--- src/rtl/core/buzzer_pulse_train_sequencer_unit_assert.svh ---
// Assertion macros for the buzzer pulse train sequencer.
// Used by the top level only; needs no package.
`ifndef BUZZER_PULSE_TRAIN_SEQUENCER_UNIT_ASSERT_SVH
`define BUZZER_PULSE_TRAIN_SEQUENCER_UNIT_ASSERT_SVH
`ifndef SYNTHESIS
// Same-cycle implication under an active low reset.
`define BPTS_ASSERT_IMP(lbl, clk, rst_n, ante, cons) \
  lbl: assert property (@(posedge clk) disable iff (!(rst_n)) (ante) |-> (cons)) \
    else $error("same-cycle implication check failed");
// Next-cycle implication under an active low reset.
`define BPTS_ASSERT_NXT(lbl, clk, rst_n, ante, cons) \
  lbl: assert property (@(posedge clk) disable iff (!(rst_n)) (ante) |=> (cons)) \
    else $error("next-cycle implication check failed");
`else
`define BPTS_ASSERT_IMP(lbl, clk, rst_n, ante, cons)
`define BPTS_ASSERT_NXT(lbl, clk, rst_n, ante, cons)
`endif
`endif

--- src/rtl/core/bpts_pkg.sv ---
// Package for the buzzer pulse train sequencer: types, constants and the
// command/status structs shared by controller and datapath. No dependencies.
package bpts_pkg;

  // Train phase kept in the datapath.
  typedef enum logic [1:0] {
    PH_IDLE  = 2'd0,
    PH_ARMED = 2'd1,
    PH_ON    = 2'd2,
    PH_OFF   = 2'd3
  } phase_t;

  // Controller sequence states.
  typedef enum logic [1:0] {
    CS_IDLE = 2'd0,
    CS_EVAL = 2'd1,
    CS_DIV  = 2'd2,
    CS_FIN  = 2'd3
  } ctrl_state_t;

  // Commands from controller to datapath.
  typedef struct packed {
    logic capture;
    logic apply;
    logic div_step;
    logic publish;
  } cmd_t;

  // Status from datapath to controller.
  typedef struct packed {
    logic arm;
    logic div_last;
    logic out_free;
  } sts_t;

  localparam int unsigned COUNT_W    = 8;
  localparam int unsigned IN_DATA_W  = 24;
  localparam int unsigned OUT_DATA_W = 16;
  localparam int unsigned REM_W      = 14;
  localparam int unsigned DVS_W      = 15;
  localparam int unsigned SHIFT_W    = DVS_W + COUNT_W;
  localparam int unsigned STEP_W     = 3;

  localparam logic [COUNT_W-1:0] ON_TICKS       = 8'(10000 / 728);
  localparam logic [REM_W-1:0]   RATE_NUMERATOR = 14'd10000;
  localparam logic [DVS_W-1:0]   RATE_FACTOR    = 15'd73;
  localparam logic [STEP_W-1:0]  STEP_FIRST     = 3'd7;
  localparam logic [STEP_W-1:0]  STEP_LAST      = 3'd0;
  localparam logic [COUNT_W-1:0] OFF_MIN        = 8'd1;
  // Off time for a rate of zero, which counts as a rate of one.
  localparam logic [COUNT_W-1:0] OFF_DEFAULT    = 8'(10000 / 73 - 10000 / 728);

endpackage

--- src/rtl/core/bpts_ctrl.sv ---
// Controller of the buzzer pulse train sequencer: sequences capture, update,
// off-time division and result hand-off. Depends on bpts_pkg.
module bpts_ctrl (
  input  logic           clk,
  input  logic           rst_n,
  input  logic           in_tvalid,
  output logic           in_tready,
  input  bpts_pkg::sts_t sts,
  output bpts_pkg::cmd_t cmd
);

  bpts_pkg::ctrl_state_t state_r, state_nxt;

  always_ff @(posedge clk) begin
    if (!rst_n) begin
      state_r <= bpts_pkg::CS_IDLE;
    end else begin
      state_r <= state_nxt;
    end
  end

  always_comb begin
    state_nxt = state_r;
    cmd       = '0;
    in_tready = 1'b0;
    unique case (state_r)
      bpts_pkg::CS_IDLE: begin
        in_tready = 1'b1;
        if (in_tvalid) begin
          cmd.capture = 1'b1;
          state_nxt   = bpts_pkg::CS_EVAL;
        end
      end
      bpts_pkg::CS_EVAL: begin
        cmd.apply = 1'b1;
        // An armed start needs a fresh off time for its rate.
        state_nxt = sts.arm ? bpts_pkg::CS_DIV : bpts_pkg::CS_FIN;
      end
      bpts_pkg::CS_DIV: begin
        cmd.div_step = 1'b1;
        if (sts.div_last) begin
          state_nxt = bpts_pkg::CS_FIN;
        end
      end
      bpts_pkg::CS_FIN: begin
        if (sts.out_free) begin
          cmd.publish = 1'b1;
          state_nxt   = bpts_pkg::CS_IDLE;
        end
      end
      default: begin
        state_nxt = bpts_pkg::CS_IDLE;
      end
    endcase
  end

endmodule

--- src/rtl/core/bpts_dp.sv ---
// Datapath of the buzzer pulse train sequencer: item register, train state,
// off-time divider and output register. Depends on bpts_pkg.
module bpts_dp (
  input  logic                                clk,
  input  logic                                rst_n,
  input  logic                                in_tuser,
  input  logic [bpts_pkg::IN_DATA_W-1:0]      in_tdata,
  output logic                                out_tvalid,
  input  logic                                out_tready,
  output logic [bpts_pkg::OUT_DATA_W-1:0]     out_tdata,
  input  bpts_pkg::cmd_t                      cmd,
  output bpts_pkg::sts_t                      sts
);

  localparam int unsigned CW = bpts_pkg::COUNT_W;

  // Captured item (payload, no reset).
  logic          func_r, pressed_r, manual_r, level_r, running_r;
  logic [CW-1:0] total_in_r, rate_in_r;

  // Train state.
  bpts_pkg::phase_t phase_r, phase_nxt;
  logic [CW-1:0] stored_total_r, stored_total_nxt;
  logic [CW-1:0] pulse_number_r, pulse_number_nxt;
  logic [CW-1:0] countdown_r, countdown_nxt;
  logic          buzzer_r, buzzer_nxt;
  logic [CW-1:0] off_len_r, off_len_nxt;

  // Off-time divider: 10000 / (73 * rate), one quotient bit per cycle.
  logic [bpts_pkg::REM_W-1:0]  rem_r, rem_nxt;
  logic [bpts_pkg::DVS_W-1:0]  dvs_r, dvs_nxt;
  logic [CW-1:0]               quo_r, quo_nxt;
  logic [bpts_pkg::STEP_W-1:0] step_r, step_nxt;
  logic [bpts_pkg::SHIFT_W-1:0] shifted;
  logic                        fits;
  logic [CW-1:0]               rate_eff;
  logic [CW-1:0]               cd_dec;

  // Pending result and output register.
  logic          res_buzz, res_acc, res_rep;
  logic [CW-1:0] res_cnt;
  logic          res_buzz_r, res_acc_r, res_rep_r;
  logic [CW-1:0] res_cnt_r;
  logic          out_valid_r;
  logic [bpts_pkg::OUT_DATA_W-1:0] out_data_r;

  assign sts.arm      = func_r && manual_r && pressed_r;
  assign sts.div_last = (step_r == bpts_pkg::STEP_LAST);
  assign sts.out_free = !out_valid_r || out_tready;

  assign out_tvalid = out_valid_r;
  assign out_tdata  = out_data_r;

  assign rate_eff = (rate_in_r == '0) ? CW'(1) : rate_in_r;
  assign shifted  = bpts_pkg::SHIFT_W'(dvs_r) << step_r;
  assign fits     = (bpts_pkg::SHIFT_W'(rem_r) >= shifted);
  assign cd_dec   = countdown_r - CW'(1);

  always_comb begin
    phase_nxt        = phase_r;
    stored_total_nxt = stored_total_r;
    pulse_number_nxt = pulse_number_r;
    countdown_nxt    = countdown_r;
    buzzer_nxt       = buzzer_r;
    off_len_nxt      = off_len_r;
    rem_nxt          = rem_r;
    dvs_nxt          = dvs_r;
    quo_nxt          = quo_r;
    step_nxt         = step_r;
    res_acc          = 1'b0;
    res_rep          = 1'b0;
    res_cnt          = '0;

    if (cmd.apply) begin
      if (func_r) begin
        if (sts.arm) begin
          stored_total_nxt = total_in_r;
          phase_nxt        = bpts_pkg::PH_ARMED;
          res_acc          = 1'b1;
          rem_nxt          = bpts_pkg::RATE_NUMERATOR;
          dvs_nxt          = bpts_pkg::DVS_W'(rate_eff) * bpts_pkg::RATE_FACTOR;
          quo_nxt          = '0;
          step_nxt         = bpts_pkg::STEP_FIRST;
        end
      end else if (!running_r) begin
        buzzer_nxt = 1'b0;
        phase_nxt  = bpts_pkg::PH_IDLE;
      end else if (phase_r != bpts_pkg::PH_IDLE) begin
        if (!pressed_r || !manual_r) begin
          // Button released or manual mode left: abort with a report.
          buzzer_nxt = 1'b0;
          res_rep    = 1'b1;
          res_cnt    = pulse_number_r;
          phase_nxt  = bpts_pkg::PH_IDLE;
        end else begin
          unique case (phase_r)
            bpts_pkg::PH_ARMED: begin
              pulse_number_nxt = CW'(1);
              buzzer_nxt       = 1'b1;
              countdown_nxt    = bpts_pkg::ON_TICKS;
              phase_nxt        = bpts_pkg::PH_ON;
            end
            bpts_pkg::PH_ON: begin
              countdown_nxt = cd_dec;
              if (cd_dec == '0) begin
                buzzer_nxt    = 1'b0;
                countdown_nxt = off_len_r;
                phase_nxt     = bpts_pkg::PH_OFF;
              end
            end
            bpts_pkg::PH_OFF: begin
              countdown_nxt = cd_dec;
              if (cd_dec == '0) begin
                if (pulse_number_r == stored_total_r) begin
                  res_rep   = 1'b1;
                  res_cnt   = pulse_number_r;
                  phase_nxt = bpts_pkg::PH_IDLE;
                end else begin
                  pulse_number_nxt = pulse_number_r + CW'(1);
                  buzzer_nxt       = 1'b1;
                  countdown_nxt    = bpts_pkg::ON_TICKS;
                  phase_nxt        = bpts_pkg::PH_ON;
                end
              end
            end
            bpts_pkg::PH_IDLE: begin
              phase_nxt = bpts_pkg::PH_IDLE;
            end
          endcase
        end
      end else begin
        buzzer_nxt = manual_r && level_r;
      end
    end

    if (cmd.div_step) begin
      if (fits) begin
        rem_nxt = rem_r - shifted[bpts_pkg::REM_W-1:0];
      end
      quo_nxt  = {quo_r[CW-2:0], fits};
      step_nxt = step_r - bpts_pkg::STEP_W'(1);
      if (sts.div_last) begin
        // Periods of thirteen ticks or less leave no off time and clamp it to a single tick.
        off_len_nxt = (quo_nxt <= bpts_pkg::ON_TICKS) ? bpts_pkg::OFF_MIN
                                                      : quo_nxt - bpts_pkg::ON_TICKS;
      end
    end

    res_buzz = buzzer_nxt;
  end

  always_ff @(posedge clk) begin
    if (cmd.capture) begin
      func_r     <= in_tuser;
      total_in_r <= in_tdata[7:0];
      rate_in_r  <= in_tdata[15:8];
      pressed_r  <= in_tdata[16];
      manual_r   <= in_tdata[17];
      level_r    <= in_tdata[18];
      running_r  <= in_tdata[19];
    end
    if (cmd.apply) begin
      res_buzz_r <= res_buzz;
      res_acc_r  <= res_acc;
      res_rep_r  <= res_rep;
      res_cnt_r  <= res_cnt;
    end
    if (cmd.publish) begin
      out_data_r <= {5'b0, res_cnt_r, res_rep_r, res_acc_r, res_buzz_r};
    end
    rem_r  <= rem_nxt;
    dvs_r  <= dvs_nxt;
    quo_r  <= quo_nxt;
    step_r <= step_nxt;
  end

  always_ff @(posedge clk) begin
    if (!rst_n) begin
      phase_r        <= bpts_pkg::PH_IDLE;
      stored_total_r <= '0;
      pulse_number_r <= '0;
      countdown_r    <= '0;
      buzzer_r       <= 1'b0;
      off_len_r      <= bpts_pkg::OFF_DEFAULT;
      out_valid_r    <= 1'b0;
    end else begin
      phase_r        <= phase_nxt;
      stored_total_r <= stored_total_nxt;
      pulse_number_r <= pulse_number_nxt;
      countdown_r    <= countdown_nxt;
      buzzer_r       <= buzzer_nxt;
      off_len_r      <= off_len_nxt;
      if (cmd.publish) begin
        out_valid_r <= 1'b1;
      end else if (out_tready) begin
        out_valid_r <= 1'b0;
      end
    end
  end

endmodule

--- src/rtl/core/buzzer_pulse_train_sequencer_unit.sv ---
// Top level of the buzzer pulse train sequencer: controller plus datapath.
// Depends on bpts_pkg, bpts_ctrl, bpts_dp and the assertion macro header.
//
// Usage: every input item on the in_ channel yields exactly one result item
// on the out_ channel. in_tuser selects the kind of item: 0 is a periodic
// tick that advances the buzzer, 1 is a start command that arms a pulse train
// when manual mode and the request button are both active.
// Sequence: a tick item is captured in the idle state, applied in the evaluate
// state and published from the finish state; an accepted start item also passes
// the divide state, because the off time for its frame rate is divided out one
// quotient bit per cycle in the datapath divider. The controller handles one item
// at a time and takes a new item only once it is back in its idle state.
// The result sits in an output register, so a new item is accepted while the
// previous result waits. If the receiver stalls, at most one more item is
// processed and then held until the output register frees up.
// Reset (rst_n low, synchronous) returns the train to idle with the buzzer
// off, the pulse counter and stored total at zero, and the output empty.
`include "buzzer_pulse_train_sequencer_unit_assert.svh"

module buzzer_pulse_train_sequencer_unit (
  input  logic        clk,
  input  logic        rst_n,
  input  logic        in_tvalid,
  output logic        in_tready,
  // Fields from bit 0 up: pulse_total[7:0], frames_per_second[15:8],
  // request_pressed[16], manual_mode[17], manual_level[18],
  // board_running[19], zero fill[23:20].
  input  logic [23:0] in_tdata,
  // Fields: func[0].
  input  logic        in_tuser,
  output logic        out_tvalid,
  input  logic        out_tready,
  // Fields from bit 0 up: buzzer_on[0], start_accepted[1], report_valid[2],
  // pulses_reported[10:3], zero fill[15:11].
  output logic [15:0] out_tdata
);

  bpts_pkg::cmd_t cmd;
  bpts_pkg::sts_t sts;

  // The controller only sequences; all train state lives in the datapath.
  bpts_ctrl u_ctrl (
    .clk       (clk),
    .rst_n     (rst_n),
    .in_tvalid (in_tvalid),
    .in_tready (in_tready),
    .sts       (sts),
    .cmd       (cmd)
  );

  bpts_dp u_dp (
    .clk        (clk),
    .rst_n      (rst_n),
    .in_tuser   (in_tuser),
    .in_tdata   (in_tdata),
    .out_tvalid (out_tvalid),
    .out_tready (out_tready),
    .out_tdata  (out_tdata),
    .cmd        (cmd),
    .sts        (sts)
  );

  // Once an item is taken, the block is busy for at least the next cycle.
  `BPTS_ASSERT_NXT(a_busy_after_accept, clk, rst_n, in_tvalid && in_tready, !in_tready)
  // Publishing a result always leaves a valid item on the output.
  `BPTS_ASSERT_NXT(a_publish_valid, clk, rst_n, cmd.publish, out_tvalid)
  // An item that does not arm a train never runs the divider.
  `BPTS_ASSERT_NXT(a_no_div_unarmed, clk, rst_n, cmd.apply && !sts.arm, !cmd.div_step)
  // A result is only moved into the output register when it has room.
  `BPTS_ASSERT_IMP(a_publish_room, clk, rst_n, cmd.publish, sts.out_free)

endmodule
--- config.mk ---
export PLATFORM = sky130hd
export DESIGN_NAME = buzzer_pulse_train_sequencer_unit
export DESIGN_NICKNAME = d
export VERILOG_FILES = /design/src/rtl/core/bpts_pkg.sv /design/src/rtl/core/bpts_ctrl.sv /design/src/rtl/core/bpts_dp.sv /design/src/rtl/core/buzzer_pulse_train_sequencer_unit.sv
export VERILOG_INCLUDE_DIRS = /design/src /design/src/rtl/core
export SDC_FILE = /design/constraint.sdc
export NUM_CORES = 1
export LEC_CHECK = 0
export ABC_AREA = 0
export BUFFER_PORTS_ARGS = -buffer_cell sky130_fd_sc_hd__buf_4
export CORE_ASPECT_RATIO = 0.8
export CORE_MARGIN = 2
export CORE_UTILIZATION = 30
export CTS_CLUSTER_DIAMETER = 150
export DETAILED_ROUTE_END_ITERATION = 6
export PLACE_DENSITY = 0.48
export SYNTH_ARGS = -nofsm -noshare
export SYNTH_HDL_FRONTEND = slang
export SYNTH_SLANG_ARGS = --single-unit
--- constraint.sdc ---
create_clock -name clk -period 5 [get_ports clk]
set_input_delay 0.5 -clock clk [delete_from_list [all_inputs] [get_ports clk]]
set_output_delay 0.5 -clock clk [all_outputs]
set_load 0.02 [all_outputs]
==> After elaboration in Yosys (flattened, before gate mapping) <==
Cells that the tools add are included.
{ "op_classes": {"addsub": 5, "mul": 1, "order_cmp": 2, "eq_ne": 16, "shift": 1, "mux": 63, "bitwise": 4, "n_reduce_logical": 28} }
{ "ops": {"columns": ["op", "n"], "rows": [
  ["8-bit two-way mux", 11],
  ["14-bit two-way mux", 5],
  ["7-bit two-way mux", 4],
  ["8-bit case mux with 3 select lines", 1],
  ["14-bit by 23-bit greater-or-equal comparator with 1-bit output", 1],
  ["1-bit two-way mux", 23],
  ["15-bit by 3-bit left shift with 23-bit output", 1],
  ["2-bit two-way mux", 11],
  ["8-bit zero test", 2],
  ["2-bit case mux with 4 select lines", 2],
  ["8-bit case mux with 2 select lines", 1],
  ["8-bit by 7-bit multiplier with 15-bit output (second input constant)", 1],
  ["14-bit subtractor", 1],
  ["3-bit two-way mux", 4],
  ["2-bit nonzero test", 6],
  ["2-bit inequality test (second input constant)", 5],
  ["5-bit by 4-bit inequality test with 1-bit output (second input constant)", 2],
  ["3-bit AND reduction", 3],
  ["8-bit by 1-bit adder with 8-bit output (second input constant)", 1],
  ["2-bit == test (second input constant)", 4],
  ["8-bit == test", 1],
  ["8-bit by 4-bit less-or-equal comparator with 1-bit output (second input constant)", 1],
  ["8-bit AND reduction", 1],
  ["8-bit by 1-bit subtractor with 8-bit output (second input constant)", 1],
  ["17 further kinds", 27]
]} }
{ "totals": {"regBits": 120, "wordCells": 144} }

==> Logic depth before layout (Yosys ltp) <==
{ "logic_depth": {"word_depth": 9, "mapped_depth": 20} }

==> Hierarchy <==
From an unflattened synthesis, not the netlist that was laid out.
{ "hier_totals": {"hier_cells": 650, "hier_area_um2": 6876.6} }
{ "modules_own_cells": {"columns": ["module", "instances", "cells_per_inst", "area_per_inst_um2"], "rows": [
  ["bpts_dp", 1, 625, 6662.6],
  ["bpts_ctrl", 1, 25, 214.0]
]} }

==> Least setup slack after synthesis <==
OpenSTA, ideal clock, no wires.
{ "synth_path": {"path_kind": "register -> register", "startpoint": "reg u_dp.step_r[0] (netlist name)", "endpoint": "reg u_dp.off_len_r[7]", "arrival_time_ps": 4158, "path_slack_ps": 772, "path_stages_with_launch": 21, "path_buffers": 3, "synth_period_minus_slack_ps": 4228, "cell_sequence": "edfxtp_1 buf_6 clkbuf_1 mux2_2 nor2_1 a21oi_1 mux2i_1 ha_1 clkbuf_1 nand4_1 nor4_1 a211oi_1 a221oi_4 inv_1 ha_1 or2_2 o21ai_0 nand2_1 nor3_1 a221oi_1 a21oi_1"} }
{ "synth_via": {"elab_chain_cells": 4, "word_cells_on_any_way": 7, "cone_classes": "add/sub: 1; order compare: 2; shift: 1; mux: 1; reduce/logical: 2"} }
{ "synth_lines": {"columns": ["element", "line", "source"], "rows": [
  ["start: declaration", "bpts_dp.sv:33", "logic [bpts_pkg::STEP_W-1:0] step_r, step_nxt;"],
  ["start signal: assignment", "bpts_dp.sv:174", "step_r <= step_nxt;"],
  ["15-bit by 3-bit left shift with 23-bit output *", "bpts_dp.sv:55", "assign shifted = bpts_pkg::SHIFT_W'(dvs_r) << step_r;"],
  ["14-bit by 23-bit greater-or-equal comparator with 1-bit output *", "bpts_dp.sv:56", "assign fits = (bpts_pkg::SHIFT_W'(rem_r) >= shifted);"],
  ["named net u_dp.fits", "bpts_dp.sv:35", "logic fits;"],
  ["8-bit by 4-bit subtractor with 8-bit output / 8-bit by 4-bit less-or-equal comparator with 1-bit output (equally long branches)", "bpts_dp.sv:145, bpts_dp.sv:144", null],
  ["8-bit two-way mux *", "bpts_dp.sv:144", "off_len_nxt = (quo_nxt <= bpts_pkg::ON_TICKS) ? bpts_pkg::OFF_MIN"],
  ["end signal: assignment", "bpts_dp.sv:184", "off_len_r <= bpts_pkg::OFF_DEFAULT;"],
  ["end signal: assignment", "bpts_dp.sv:192", "off_len_r <= off_len_nxt;"],
  ["end: declaration", "bpts_dp.sv:27", "logic [CW-1:0] off_len_r, off_len_nxt;"]
]} }
Mark *: on every way through the listed nets, which the timed path passes. The rest lies on a longest branch.
A chain may end at the register's enable or synchronous reset.

==> Worst setup path in the final report <==
Ends and elaborated chain as after synthesis.

==> impl_metrics.json <==
{
  "vias": 4898,
  "h-tree-depth": 4,
  "initial_core_util_pct": 30.7,
  "diodes": 0,
  "dpl.hpwl_mm": 10.9,
  "slowest_stage": "edfxtp_1",
  "total_power_uw": 3910,
  "worst_pin_slew_ns": 1.09,
  "synth_cell_type_count": 69,
  "drive_above_1_share_pct": 12.7,
  "status": "completed",
  "place.gp.congestion": 0.863,
  "clk_path_buf_depth": 2,
  "antenna_found_initial": 0,
  "synth_flop_cell": "edfxtp_1",
  "ant_nets": 0,
  "finalCritPeriodShare_pct": 91.9,
  "worstPathCellList": "mux2_2 -> nor2_1 -> a21oi_1 -> mux2i_1 -> ha_1 -> nand4_1 -> nor4_1 -> a211oi_1 -> a221oi_4 -> inv_1 -> ha_1 -> or2_2 -> o21ai_0 -> nand2_1 -> nor3_1 -> a221oi_1 -> a21oi_1",
  "setup_viol": 0,
  "wl_per_cell_um": 14.5,
  "critPathMaxStageDelay_ns": 0.87,
  "slew_viol_final": 0,
  "grt_max_degree": 29,
  "place_ws_ns": 0.417,
  "postCtsSetupBuffers": 0,
  "drc": 0,
  "timing.fmax_mhz": 218,
  "drt_first_iter_violations": 321,
  "rows": 48,
  "path_class": "register to register",
  "routed_wl_mm": 14.5,
  "cp-end-kind": "register",
  "postSynthAreaPerCell_um2": 10.0,
  "grt_pass1_vias": 4659,
  "die_x_um": 170,
  "synth-edff-count": 68,
  "grt_setup_unrepaired": "no",
  "die-area_mm2": 0.0234,
  "synth_cells": 663,
  "crit_buf_inv": 1,
  "min_period_ns": 4.59,
  "cts_tree": "done",
  "cp_max_fo": 20,
  "ios": 47,
  "seq_area_frac_synth_pct": 46.4,
  "cts.sinks": 120,
  "arrival_ns": 4.93,
  "grt_pass1_wl_mm": 24.2,
  "hold_buffers": 0,
  "area_growth_pct": 17.2,
  "cp.required_ns": 5.33,
  "grtUsageTotal_pct": 13.2,
  "yosysWarnings": 0,
  "first_pass_iters": 5,
  "pwr_density_cell_mw_per_mm2": 502,
  "via_per_inst": 4.87,
  "clk_pin_slew_ns": 0.06,
  "coreArea_mm2": 0.0217,
  "synth-seq-cells": 120,
  "fin_nets": 773,
  "finClkSkew_ns": 0.00787,
  "cellLeakagePower_uw": 0.00307,
  "cts_made_buffers": 17,
  "cpLargestDelayFamily": "simple AND/OR/NAND/NOR gates",
  "setup_tns_ns": 0,
  "post_cts_resized": 0,
  "synth-async-reset-ratio_pct": 0,
  "syn_area_mm2": 0.00665,
  "maxCapViolCount": 0,
  "cts-root-buf": "clkbuf_16",
  "portBuffers": 37,
  "grt_overflow": 0,
  "setup_ws_ns": 0.407,
  "hold_violations": 0,
  "ir_drop_mv": 0.230,
  "critPathLaunchType": "register",
  "clk_latency_ns": 0.41,
  "timing.slew.headroom_pct": 27.5,
  "hold_path.class": "primary input to register",
  "die_h_um": 137
}
[synth_stat cells, types with 15 or more instances]
cell type,count,area [µm²]
mux2i_1,20,200
nand3_1,18,90.1
nand2_1,53,199
xor2_1,28,245
edfxtp_1,68,2040
a21oi_1,54,270
nor3_1,15,75.1
dfxtp_1,52,1040
and2_1,19,119
o21ai_0,32,160
nor2_1,48,180
inv_1,26,97.6
ha_1,49,613
clkbuf_1,23,86.3
[flip-flops by register name, summed over array words and instances, names as in the netlist, 2 cells and up]
| name | flops |
|---|---|
| u_dp.rate_in_r | 8 |
| u_dp.countdown_r | 8 |
| u_dp.quo_r | 7 |
| u_dp.res_cnt_r | 8 |
| u_dp.off_len_r | 8 |
| u_dp.total_in_r | 8 |
| u_dp.rem_r | 14 |
| u_dp.pulse_number_r | 8 |
| u_dp.step_r | 3 |
| u_dp.out_tdata | 11 |
| u_dp.phase_r | 2 |
| u_ctrl.state_r | 2 |
| u_dp.dvs_r | 15 |
| u_dp.stored_total_r | 8 |
[path summary, 6_finish.rpt]
check / start / endpoint / slack, ns / depth (start not counted)
hold reg to reg: u_dp.res_cnt_r[4] / u_dp.out_tdata[7] / 0.42 / 0
setup / recovery: u_dp.step_r[0] / u_dp.off_len_r[7] / 0.41 / 17
setup reg to reg: u_dp.step_r[0] / u_dp.off_len_r[7] / 0.41 / 17
hold / removal: in_tdata[6] / u_dp.total_in_r[6] / 0.26 / 1
[routing by layer]
metal / global-route usage (%) / routed length [µm] / vias up
met3: 3.56 / 504 / 8
met1: 19.2 / 7700 / 2335
met4: 3.09 / 75 / 0
met5: 0 / 0 / -
met2: 19.3 / 6260 / 93
li1: - / - / 2462
[power by group]
| group | total (µW) | switching (µW) | internal (µW) |
|---|---|---|---|
| registers | 1400 | 117 | 1280 |
| logic | 1280 | 740 | 541 |
| clock network | 1240 | 454 | 784 |
[final cells by class]
type | count | area (µm²)
fill | 2167 | 13900
clock inverter | 15 | 178
multi-input combinational | 486 | 3320
clock buffer | 17 | 425
sequential | 120 | 3080
timing repair buffer | 41 | 308
inverter | 27 | 101
tap | 300 | 375
[through the flow]
step                utilization, %  std cells  instance area, µm²  hold slack, ns
finish                        35.9       1006                7790           0.263
global route                  35.9       1006                7790           0.239
CTS                           35.9       1006                7790           0.240
detailed placement            33.2        974                7190           0.416
global placement              33.2        974                7190           0.408
floorplan                        -        667                6660           0.400
[placed cells by master, fill, tap and decap left out, drive strengths merged, types with 5 or more instances in the layout]
| master | netlist | final |
|---|---|---|
| a211oi | 8 | 8 |
| a21o | 8 | 8 |
| a21oi | 54 | 54 |
| a31oi | 9 | 9 |
| and2 | 20 | 20 |
| and3 | 5 | 5 |
| buf | 11 | 41 |
| clkbuf | 23 | 17 |
| clkinv | 0 | 6 |
| conb | 1 | 5 |
| dfxtp | 52 | 52 |
| edfxtp | 68 | 68 |
| ha | 49 | 49 |
| inv | 27 | 29 |
| mux2i | 20 | 20 |
| nand2 | 54 | 54 |
| nand2b | 6 | 6 |
| nand3 | 18 | 18 |
| nand4 | 11 | 11 |
| nor2 | 49 | 49 |
| nor2b | 7 | 7 |
| nor3 | 15 | 15 |
| nor4 | 5 | 5 |
| o21a | 8 | 8 |
| o21ai | 37 | 37 |
| xnor2 | 14 | 14 |
| xor2 | 28 | 28 |
[cells by family (layout without fill, tap and decap cells)]
logic type	count (synthesis)	in the layout	share of synthesized area (%)
adders and majority gates	51	51	9.83
DFF	120	120	46.4
other	1	5	0.0564
xor gates and xnor gates	42	42	5.53
muxes	23	23	3.58
and+or+nand+nor	205	205	15.2
buffers and inverters	61	100	3.90
AOI/OAI and AO/OA	160	160	15.5
Note: power is estimated with default switching activity, not from simulation.
